<file path="config.mk">
export PLATFORM = sky130hd
export DESIGN_NAME = interleaved_frame_deframer
export DESIGN_NICKNAME = d
export VERILOG_FILES = /design/src/rtl/core/ifd_pkg.sv /design/src/rtl/core/ifd_parser.sv /design/src/rtl/core/interleaved_frame_deframer.sv
export SDC_FILE = /design/constraint.sdc
export NUM_CORES = 1
export LEC_CHECK = 0
export BUFFER_PORTS_ARGS = -buffer_cell sky130_fd_sc_hd__clkbuf_2
export CAP_MARGIN = 20
export CORE_UTILIZATION = 57
export CTS_CLUSTER_SIZE = 20
export DETAILED_ROUTE_END_ITERATION = 10
export GPL_TIMING_DRIVEN = 0
export PLACE_DENSITY = 0.78
export SLEW_MARGIN = 25
export SYNTH_ARGS = -nofsm -noshare
export SYNTH_HDL_FRONTEND = slang
export SYNTH_SLANG_ARGS = --single-unit
</file>
<file path="constraint.sdc">
create_clock -name clock -period 2.2 [get_ports clock]
set_input_delay 0.11 -clock clock [delete_from_list [all_inputs] [get_ports clock]]
set_output_delay 0.11 -clock clock [all_outputs]
set_load 0.02 [all_outputs]
</file>
<file path="src/rtl/core/ifd_pkg.sv">
// Shared types and constants for the interleaved frame deframer.
package ifd_pkg;

   // Byte that opens every interleaved frame
   localparam logic [7:0] MARKER_BYTE = 8'h24;

   // Width of the packed result data and flag groups
   localparam int unsigned RSP_DATA_WIDTH = 32;
   localparam int unsigned RSP_USER_WIDTH = 2;

   // Parser phase codes
   typedef enum logic [2:0] {
      PH_HUNT    = 3'd0,
      PH_CHANNEL = 3'd1,
      PH_LEN_HI  = 3'd2,
      PH_LEN_LO  = 3'd3,
      PH_PAYLOAD = 3'd4
   } phase_type;

   // One tagged payload byte
   typedef struct packed {
      logic [7:0]  payload_byte;
      logic [7:0]  channel_id;
      logic        is_control;
      logic [15:0] frame_length;
      logic        first_of_frame;
      logic        last_of_frame;
   } result_type;

endpackage

</file>
<file path="src/rtl/core/ifd_parser.sv">
// Frame header parser: phase machine, held header fields and payload counter.
module ifd_parser (
   input  logic               clock,
   input  logic               reset,
   input  logic               step,        // consume stream_byte this cycle
   input  logic [7:0]         stream_byte,
   output logic               emit,        // stream_byte is payload
   output ifd_pkg::result_type result
);

   ifd_pkg::phase_type phase_ff, phase_in;
   logic [7:0]  held_channel_ff, held_channel_in;
   logic [7:0]  length_high_ff, length_high_in;
   logic [15:0] held_length_ff, held_length_in;
   logic [15:0] bytes_left_ff, bytes_left_in;
   logic [15:0] new_length;
   logic        is_first;
   logic        is_last;

   // Hold phase and header fields; advance only on a consumed byte
   always_ff @(posedge clock) begin
      if (reset) begin
         phase_ff        <= ifd_pkg::PH_HUNT;
         held_channel_ff <= 8'd0;
         length_high_ff  <= 8'd0;
         held_length_ff  <= 16'd0;
         bytes_left_ff   <= 16'd0;
      end else if (step) begin
         phase_ff        <= phase_in;
         held_channel_ff <= held_channel_in;
         length_high_ff  <= length_high_in;
         held_length_ff  <= held_length_in;
         bytes_left_ff   <= bytes_left_in;
      end
   end

   assign new_length = {length_high_ff, stream_byte};
   assign is_first   = (bytes_left_ff == held_length_ff);
   assign is_last    = (bytes_left_ff <= 16'd1);

   // Tag the current byte with the held header
   always_comb begin
      result.payload_byte   = stream_byte;
      result.channel_id     = held_channel_ff;
      result.is_control     = (held_channel_ff != 8'd0);
      result.frame_length   = held_length_ff;
      result.first_of_frame = is_first;
      result.last_of_frame  = is_last;
   end

   // Next phase and header capture
   always_comb begin
      phase_in        = phase_ff;
      held_channel_in = held_channel_ff;
      length_high_in  = length_high_ff;
      held_length_in  = held_length_ff;
      bytes_left_in   = bytes_left_ff;
      emit            = 1'b0;
      case (phase_ff)
         ifd_pkg::PH_CHANNEL: begin
            held_channel_in = stream_byte;
            phase_in        = ifd_pkg::PH_LEN_HI;
         end
         ifd_pkg::PH_LEN_HI: begin
            length_high_in = stream_byte;
            phase_in       = ifd_pkg::PH_LEN_LO;
         end
         ifd_pkg::PH_LEN_LO: begin
            held_length_in = new_length;
            bytes_left_in  = new_length;
            // Skip empty frames straight back to the hunt
            phase_in = (new_length == 16'd0) ? ifd_pkg::PH_HUNT : ifd_pkg::PH_PAYLOAD;
         end
         ifd_pkg::PH_PAYLOAD: begin
            emit = 1'b1;
            if (is_last) begin
               bytes_left_in = 16'd0;
               phase_in      = ifd_pkg::PH_HUNT;
            end else begin
               bytes_left_in = bytes_left_ff - 16'd1;
            end
         end
         default: begin
            // Hunt for the marker; unused codes hunt too
            phase_in = (stream_byte == ifd_pkg::MARKER_BYTE) ?
                       ifd_pkg::PH_CHANNEL : ifd_pkg::PH_HUNT;
         end
      endcase
   end

endmodule

</file>
<file path="src/rtl/core/interleaved_frame_deframer.sv">
// Top level of the interleaved frame deframer: input register, parser, result register.
//
//   Channel  Direction  Payload
//   req_     in         tdata[7:0] stream_byte
//   rsp_     out        tdata: payload_byte, channel_id, frame_length; tuser: flags;
//                       tlast: last_of_frame
//
// One byte per cycle sustained while rsp_tready keeps up. Each byte passes through
// the input register, then the phase update and counter decrement land it in the
// result register.
// Synchronous active-high reset returns the parser to the marker hunt.
// A stalled result blocks only bytes that would make a result; header and
// dropped bytes keep draining behind it.
module interleaved_frame_deframer (
   input  logic                                 clock,
   input  logic                                 reset,
   input  logic                                 req_tvalid,
   output logic                                 req_tready,
   input  logic [7:0]                           req_tdata,  // [7:0] stream_byte
   output logic                                 rsp_tvalid,
   input  logic                                 rsp_tready,
   // [7:0] payload_byte, [15:8] channel_id, [31:16] frame_length
   output logic [ifd_pkg::RSP_DATA_WIDTH-1:0]   rsp_tdata,
   // [0] is_control, [1] first_of_frame
   output logic [ifd_pkg::RSP_USER_WIDTH-1:0]   rsp_tuser,
   output logic                                 rsp_tlast
);

   logic                in_valid_ff, in_valid_in;
   logic [7:0]          in_byte_ff;
   logic                out_valid_ff, out_valid_in;
   ifd_pkg::result_type out_ff;
   ifd_pkg::result_type parse_result;
   logic                emit;
   logic                consume;
   logic                req_fire;

   ifd_parser u_parser (
      .clock       (clock),
      .reset       (reset),
      .step        (consume),
      .stream_byte (in_byte_ff),
      .emit        (emit),
      .result      (parse_result)
   );

   // Drain the input register unless its result would hit a full, stalled slot
   assign consume    = in_valid_ff && (!emit || !out_valid_ff || rsp_tready);
   assign req_tready = !in_valid_ff || consume;
   assign req_fire   = req_tvalid && req_tready;

   always_comb begin
      in_valid_in = req_fire ? 1'b1 : (consume ? 1'b0 : in_valid_ff);
      if (consume && emit) begin
         out_valid_in = 1'b1;
      end else if (rsp_tready) begin
         out_valid_in = 1'b0;
      end else begin
         out_valid_in = out_valid_ff;
      end
   end

   // Control flags
   always_ff @(posedge clock) begin
      if (reset) begin
         in_valid_ff  <= 1'b0;
         out_valid_ff <= 1'b0;
      end else begin
         in_valid_ff  <= in_valid_in;
         out_valid_ff <= out_valid_in;
      end
   end

   // Payload registers
   always_ff @(posedge clock) begin
      if (req_fire) begin
         in_byte_ff <= req_tdata;
      end
      if (consume && emit) begin
         out_ff <= parse_result;
      end
   end

   assign rsp_tvalid = out_valid_ff;
   assign rsp_tdata  = {out_ff.frame_length, out_ff.channel_id, out_ff.payload_byte};
   assign rsp_tuser  = {out_ff.first_of_frame, out_ff.is_control};
   assign rsp_tlast  = out_ff.last_of_frame;

endmodule

</file>
; ---- Word-level counts from Yosys, hierarchy flattened
; Index checks and enable logic that the tools add are counted.
[totals]
register_bits = 96
latchBits = 0
mem_bits_rw = 0
romBits = 0
in_bits = 12
out_inout_bits = 37
wordCells = 53
memories = 0
[op_classes]
n_addsub = 1
n_mul = 0
n_div = 0
order_cmp = 1
eq_ne = 7
n_shift = 0
muxes = 11
bitwise_logic = 0
reduce_logical = 19
[op_table]
columns = cell, count
row1 = $pmux W16 S2, 1
row2 = $eq A16 B16 Y1, 1
row3 = $le A16 B1 Y1 const B, 1
row4 = $logic_not A16 Y1, 1
row5 = $mux W16, 1
row6 = $sub A16 B1 Y16 const B, 1
row7 = $pmux W3 S4, 1
row8 = $reduce_and A2 Y1, 5
row9 = $eq A8 B6 Y1 const B, 1
row10 = $reduce_bool A8 Y1, 1
row11 = $eq A3 B2 Y1 const B, 2
row12 = $mux W1, 6
row13 = $mux W3, 2
row14 = $reduce_bool A2 Y1, 3
row15 = $eq A3 B1 Y1 const B, 1
row16 = $eq A3 B3 Y1 const B, 1
row17 = $logic_and A1 B1 Y1, 3
row18 = $logic_not A1 Y1, 3
row19 = $logic_or A1 B1 Y1, 3
row20 = $ne A2 B1 Y1 const B, 1

; ---- Logic depth before layout (Yosys ltp)
[depth]
ltp_word = 9
ltp_mapped = 8
depth_no_buf = 7

; ---- Cells and area by module
; A second synthesis with hierarchy kept.
[hier_totals]
cells_unflattened = 393
area_unflattened_um2 = 4117.7
[modules_own_cells]
columns = mod, instances, cells_each, area_per_inst_um2, seq_area_each_um2
row1 = ifd_parser, 1, 338, 2722.6, 1021.0
row2 = interleaved_frame_deframer, 1, 55, 1395.1, 1331.3

; ---- Worst setup path after synthesis
; OpenSTA, ideal clock, no wires.
[synth_timing]
kind = register -> register
startpoint = register u_parser.bytes_left_ff[0]
endpoint = register u_parser.bytes_left_ff[10]
setup_ps = 77
t_arrival_ps = 1897
required_ps = 2123
path_slack_ps = 227
path_stages_with_launch = 8
path_buffers = 0
synth_period_minus_slack_ps = 1973
path_cell_list = dfxtp_1 inv_1 ha_1 or3b_4 nor2_8 nand2_2 or4b_1 a41oi_2
[synth_via]
elab_chain_len = 3
elab_cells_between_ends = 4
cone_classes = add/sub: 1 / order compare: 1 / mux: 2
[synth_lines]
columns = element, line_no
row1 = "start, declared", ifd_parser.sv:15  ; logic [15:0] bytes_left_ff, bytes_left_in;
row2 = "start signal, assigned", ifd_parser.sv:33  ; bytes_left_ff <= bytes_left_in;
row3 = $sub A16 B1 Y16 / $le A16 B1 Y1 (equally long branches), "ifd_parser.sv:80, ifd_parser.sv:39"
row4 = $mux W16 (*), ifd_parser.sv:76  ; if (is_last) begin
row5 = $pmux W16 S2 (*), ifd_parser.sv:59  ; case (phase_ff)
; Every way passes the cells marked *; elsewhere a longest branch is shown, timed or not.
; A chain may end at the register's enable or synchronous reset.

; ---- Worst setup path in the final report
[layout_timing]
startpoint = register u_parser.bytes_left_ff[1]
endpoint = register u_parser.bytes_left_ff[10]
; Same word-level chain as after synthesis.

==> results.txt <==
The number of design rule violations left after detail routing came out at 0. The async set or reset register ratio after synthesis came out at 0%. The path class of the tightest hold or removal check is in2reg.

Of the synthesized area, sequential elements account for 57.6%. Yosys mapped a number of flops with a built-in enable equal to 43. The post-detailed-route count of antenna-violating nets came out at 0. The leakage dissipation is 1.71 nW. The fraction of final layout cells with drive strength greater than 1 came out at 24.5%.

The total detailed-routing wirelength came out at 9.59 mm. The setup check on the worst reg-to-reg path leaves a slack of 0.10 ns. The worst setup path is of the reg2reg kind. The die covers 7500 um2. The first global-routing pass estimated 14.9 mm of wire. The cell count of the worst hold path is 3. The main flop type after synthesis is dfxtp_1. The total power draw came out at 3.12 mW. The count of final hold-check violations is 0. The worst setup path is captured at a register. The critical-path maximum fanout came out at 5.

The max-slew violation count is 0. Relative to the synthesized area, the layout overhead comes to 16.9%. The longest clock path from root to sink contains 2 buffers. In the layout the commonest cells are 51 x dfxtp_1, 48 x clkbuf_2, 45 x nand2_1, 43 x edfxtp_1, 27 x a21oi_1. The clock-pin slew of the registers on the worst-case setup and hold paths is 0.10 ns. In this run the tool buffered the top-level ports with 48 buffer cells. The placeable core region came out at 6870 um2. The netlist uses 58 different library cells.

The arrival time reported for the critical path endpoint is 2.38 ns. The summed instance area of the synthesized netlist came out at 4080 um2. Counting flops and latches in the post-synthesis netlist gives 96. On the final layout, the worst clock skew is 0.0145 ns.

The highest clock frequency the design can meet came out at 0.477 GHz. Fill cells in the final layout number 548. The share of the cycle needed by the critical path after routing is 95.3%. The pre-antenna-repair detailed-routing pass consisted of 5 iterations. The via total after detailed routing came out at 3121. The die width is 86.6 um.

The routability congestion estimate is 0.922. The total routing usage reported by global routing came out at 27.1%. The effective utilization at floorplan is 59.4%. The initial antenna violation count is 0. The overflow left after global routing came out at 0. The H-tree generated during clock tree synthesis spans 3 levels. For the worst setup path, the data required time is 2.48 ns. The total negative slack for setup checks came out at 0 ns. Leaving out fill and tap cells, the most frequent cell in the layout is dfxtp_1. Across the VDD grid, the largest voltage drop is 0.000330 V. The synthesized instance count came out at 368. The remaining max-slew budget at the tightest pin is 40.4%. 49 I/O pins were placed. The transition time at the pin with the least slew margin came out at 0.890 ns. The time the worst path needs with I/O delays and setup came out at 2.10 ns. The run finished with clean final reports.

The worst setup path is launched from a register. The via count of the first global-routing pass is 2862. The count of nets after finishing came out at 453. The worst setup slack after placement came out at -0.0289 ns. During synthesis, Yosys emitted a total of 0 warnings. The setup slack of the critical path after layout came out at 0.103 ns. The CTS buffer count is 9. The number of clock sinks is 96.

The length in cells of the worst reg-to-reg path came out at 7. The height of the die came out at 86.6 um. The repair_antennas step left the layout with diodes totalling 0. After synthesis, the mean cell area works out to 11.1 um2. The clock latency on the worst-skew pair came out at 0.36 ns. Max-cap violations in this run came to 0. Setup repair after global routing left no endpoint under its margin. The number of nets in the synthesized netlist is 382.

After detailed routing, the number of vias per cell comes to 5.78. For this design the ratio of total power to cell area is 654 nW/um2. After floorplanning, the core was divided into 30 placement rows.

The tree is rooted in a clkbuf_8. Once placement finished, the instance area stood at 4440 um2. The TritonCTS clock tree is built. The half-perimeter wire length after placement came out at 6.53 mm. Setup violations remaining at the end of the flow were counted as 0. With fillers left out, the area of the finished cells amounts to 4770 um2. The pin count of the biggest net entering global routing came out at 36. For this block, the initial DRC count from the detailed router was 326. The per-cell routed wire length came out at 17.8 um.
-- registers in the layout, summed over array words and instances (netlist names) --
signal,cells
u_parser.phase_ff,3
rsp_tdata,32
u_parser.bytes_left_ff,16
in_valid_ff,1
in_byte_ff,8
rsp_tuser,2
rsp_tvalid,1
rsp_tlast,1
u_parser.held_length_ff,16
u_parser.held_channel_ff,8
u_parser.length_high_ff,8
-- synthesized netlist by cell type, drive strengths merged, types with 5 or more instances --
cell type / n / area share, %
dfxtp: 53 / 26
nand2: 46 / 4.3
edfxtp: 43 / 32
a21oi: 28 / 3.7
nor2: 26 / 3.0
xnor2: 17 / 3.6
buf: 16 / 2.9
mux2i: 16 / 3.9
a31oi: 12 / 1.8
nor4: 12 / 2.4
nor3: 9 / 1.3
clkbuf: 8 / 0.74
nand4: 8 / 1.2
o21ai: 7 / 0.86
or3: 7 / 1.4
inv: 6 / 0.55
nand3: 6 / 0.74
nand2b: 5 / 0.77
or4: 5 / 0.92
-- worst max-delay path: stages, from the launching register on --
cell and delay [ns]:
dfxtp_2 0.39, inv_2 0.09, ha_2 0.20, or3b_4 0.44, nor2_8 0.14, nand2_2 0.07, or4b_1 0.54, a41oi_2 0.16
-- routing by layer --
metal  global-route usage [%]  up-vias  wire (um)
li1                         -     1491          -
met1                     38.7     1471       4480
met2                     41.1      142       4270
met3                     4.57       17        644
met4                     11.1        0        190
met5                        0        -          0
-- final cells by class --
class                           instances  area [um2]  share of cell area, %
Clock inverter                          6        53.8                   1.13
Timing Repair Buffer                   60         353                   7.40
Sequential cell                        96        2360                   49.4
Buffer                                 25         156                   3.28
Clock buffer                           10         149                   3.12
Tap cell                               96         120                   2.52
Inverter                                6        23.8                  0.498
Multi-Input combinational cell        241        1560                   32.7
-- worst paths after layout --
path / startpoint / to
setup / recovery: u_parser.bytes_left_ff[1]$_SDFFE_PP0P_ / u_parser.bytes_left_ff[10]$_SDFFE_PP0P_
hold / removal: reset / u_parser.bytes_left_ff[9]$_SDFFE_PP0P_
setup reg to reg: u_parser.bytes_left_ff[1]$_SDFFE_PP0P_ / u_parser.bytes_left_ff[10]$_SDFFE_PP0P_
hold reg to reg: u_parser.held_channel_ff[0]$_SDFFE_PP0P_ / rsp_tdata[8]$_DFFE_PP_
-- stage by stage --
step                      util, %  std cells  hold WS (ns)
final                        69.5        540        0.0477
after CTS                    69.0        537        0.0429
after global routing         69.5        540        0.0637
after detailed placement     64.7        512         0.289
after global placement       64.7        512         0.288
after floorplan                 -        368         0.209
-- where the power goes --
group	switching, mW	internal, mW	total [mW]	leakage [nW]
logic	0.0425	0.0322	0.0747	0.774
clock network	0.652	0.504	1.16	0.106
registers	0.0252	1.87	1.89	0.827
total	0.720	2.40	3.12	1.71
-- cell families (layout without fill, tap and decap cells) --
group | count (synthesis) | count (layout) | synth area share, %
xor gates and xnor gates | 17 | 17 | 3.65
buffers and inverters | 31 | 107 | 4.38
adders and majority gates | 2 | 2 | 0.613
muxes | 16 | 16 | 3.92
and+or+nand+nor | 139 | 139 | 19.1
DFF | 96 | 96 | 57.6
AOI/OAI and AO/OA | 67 | 67 | 10.7
-- what timing repair did --
item	CTS	global route
resized for setup	2	6
hold buffers	9	0
pin swaps	1	1
setup endpoints to repair	4	37
endpoints found under the hold margin	9	0
buffers inserted	0	3
Note: power is estimated with default switching activity, not from simulation.
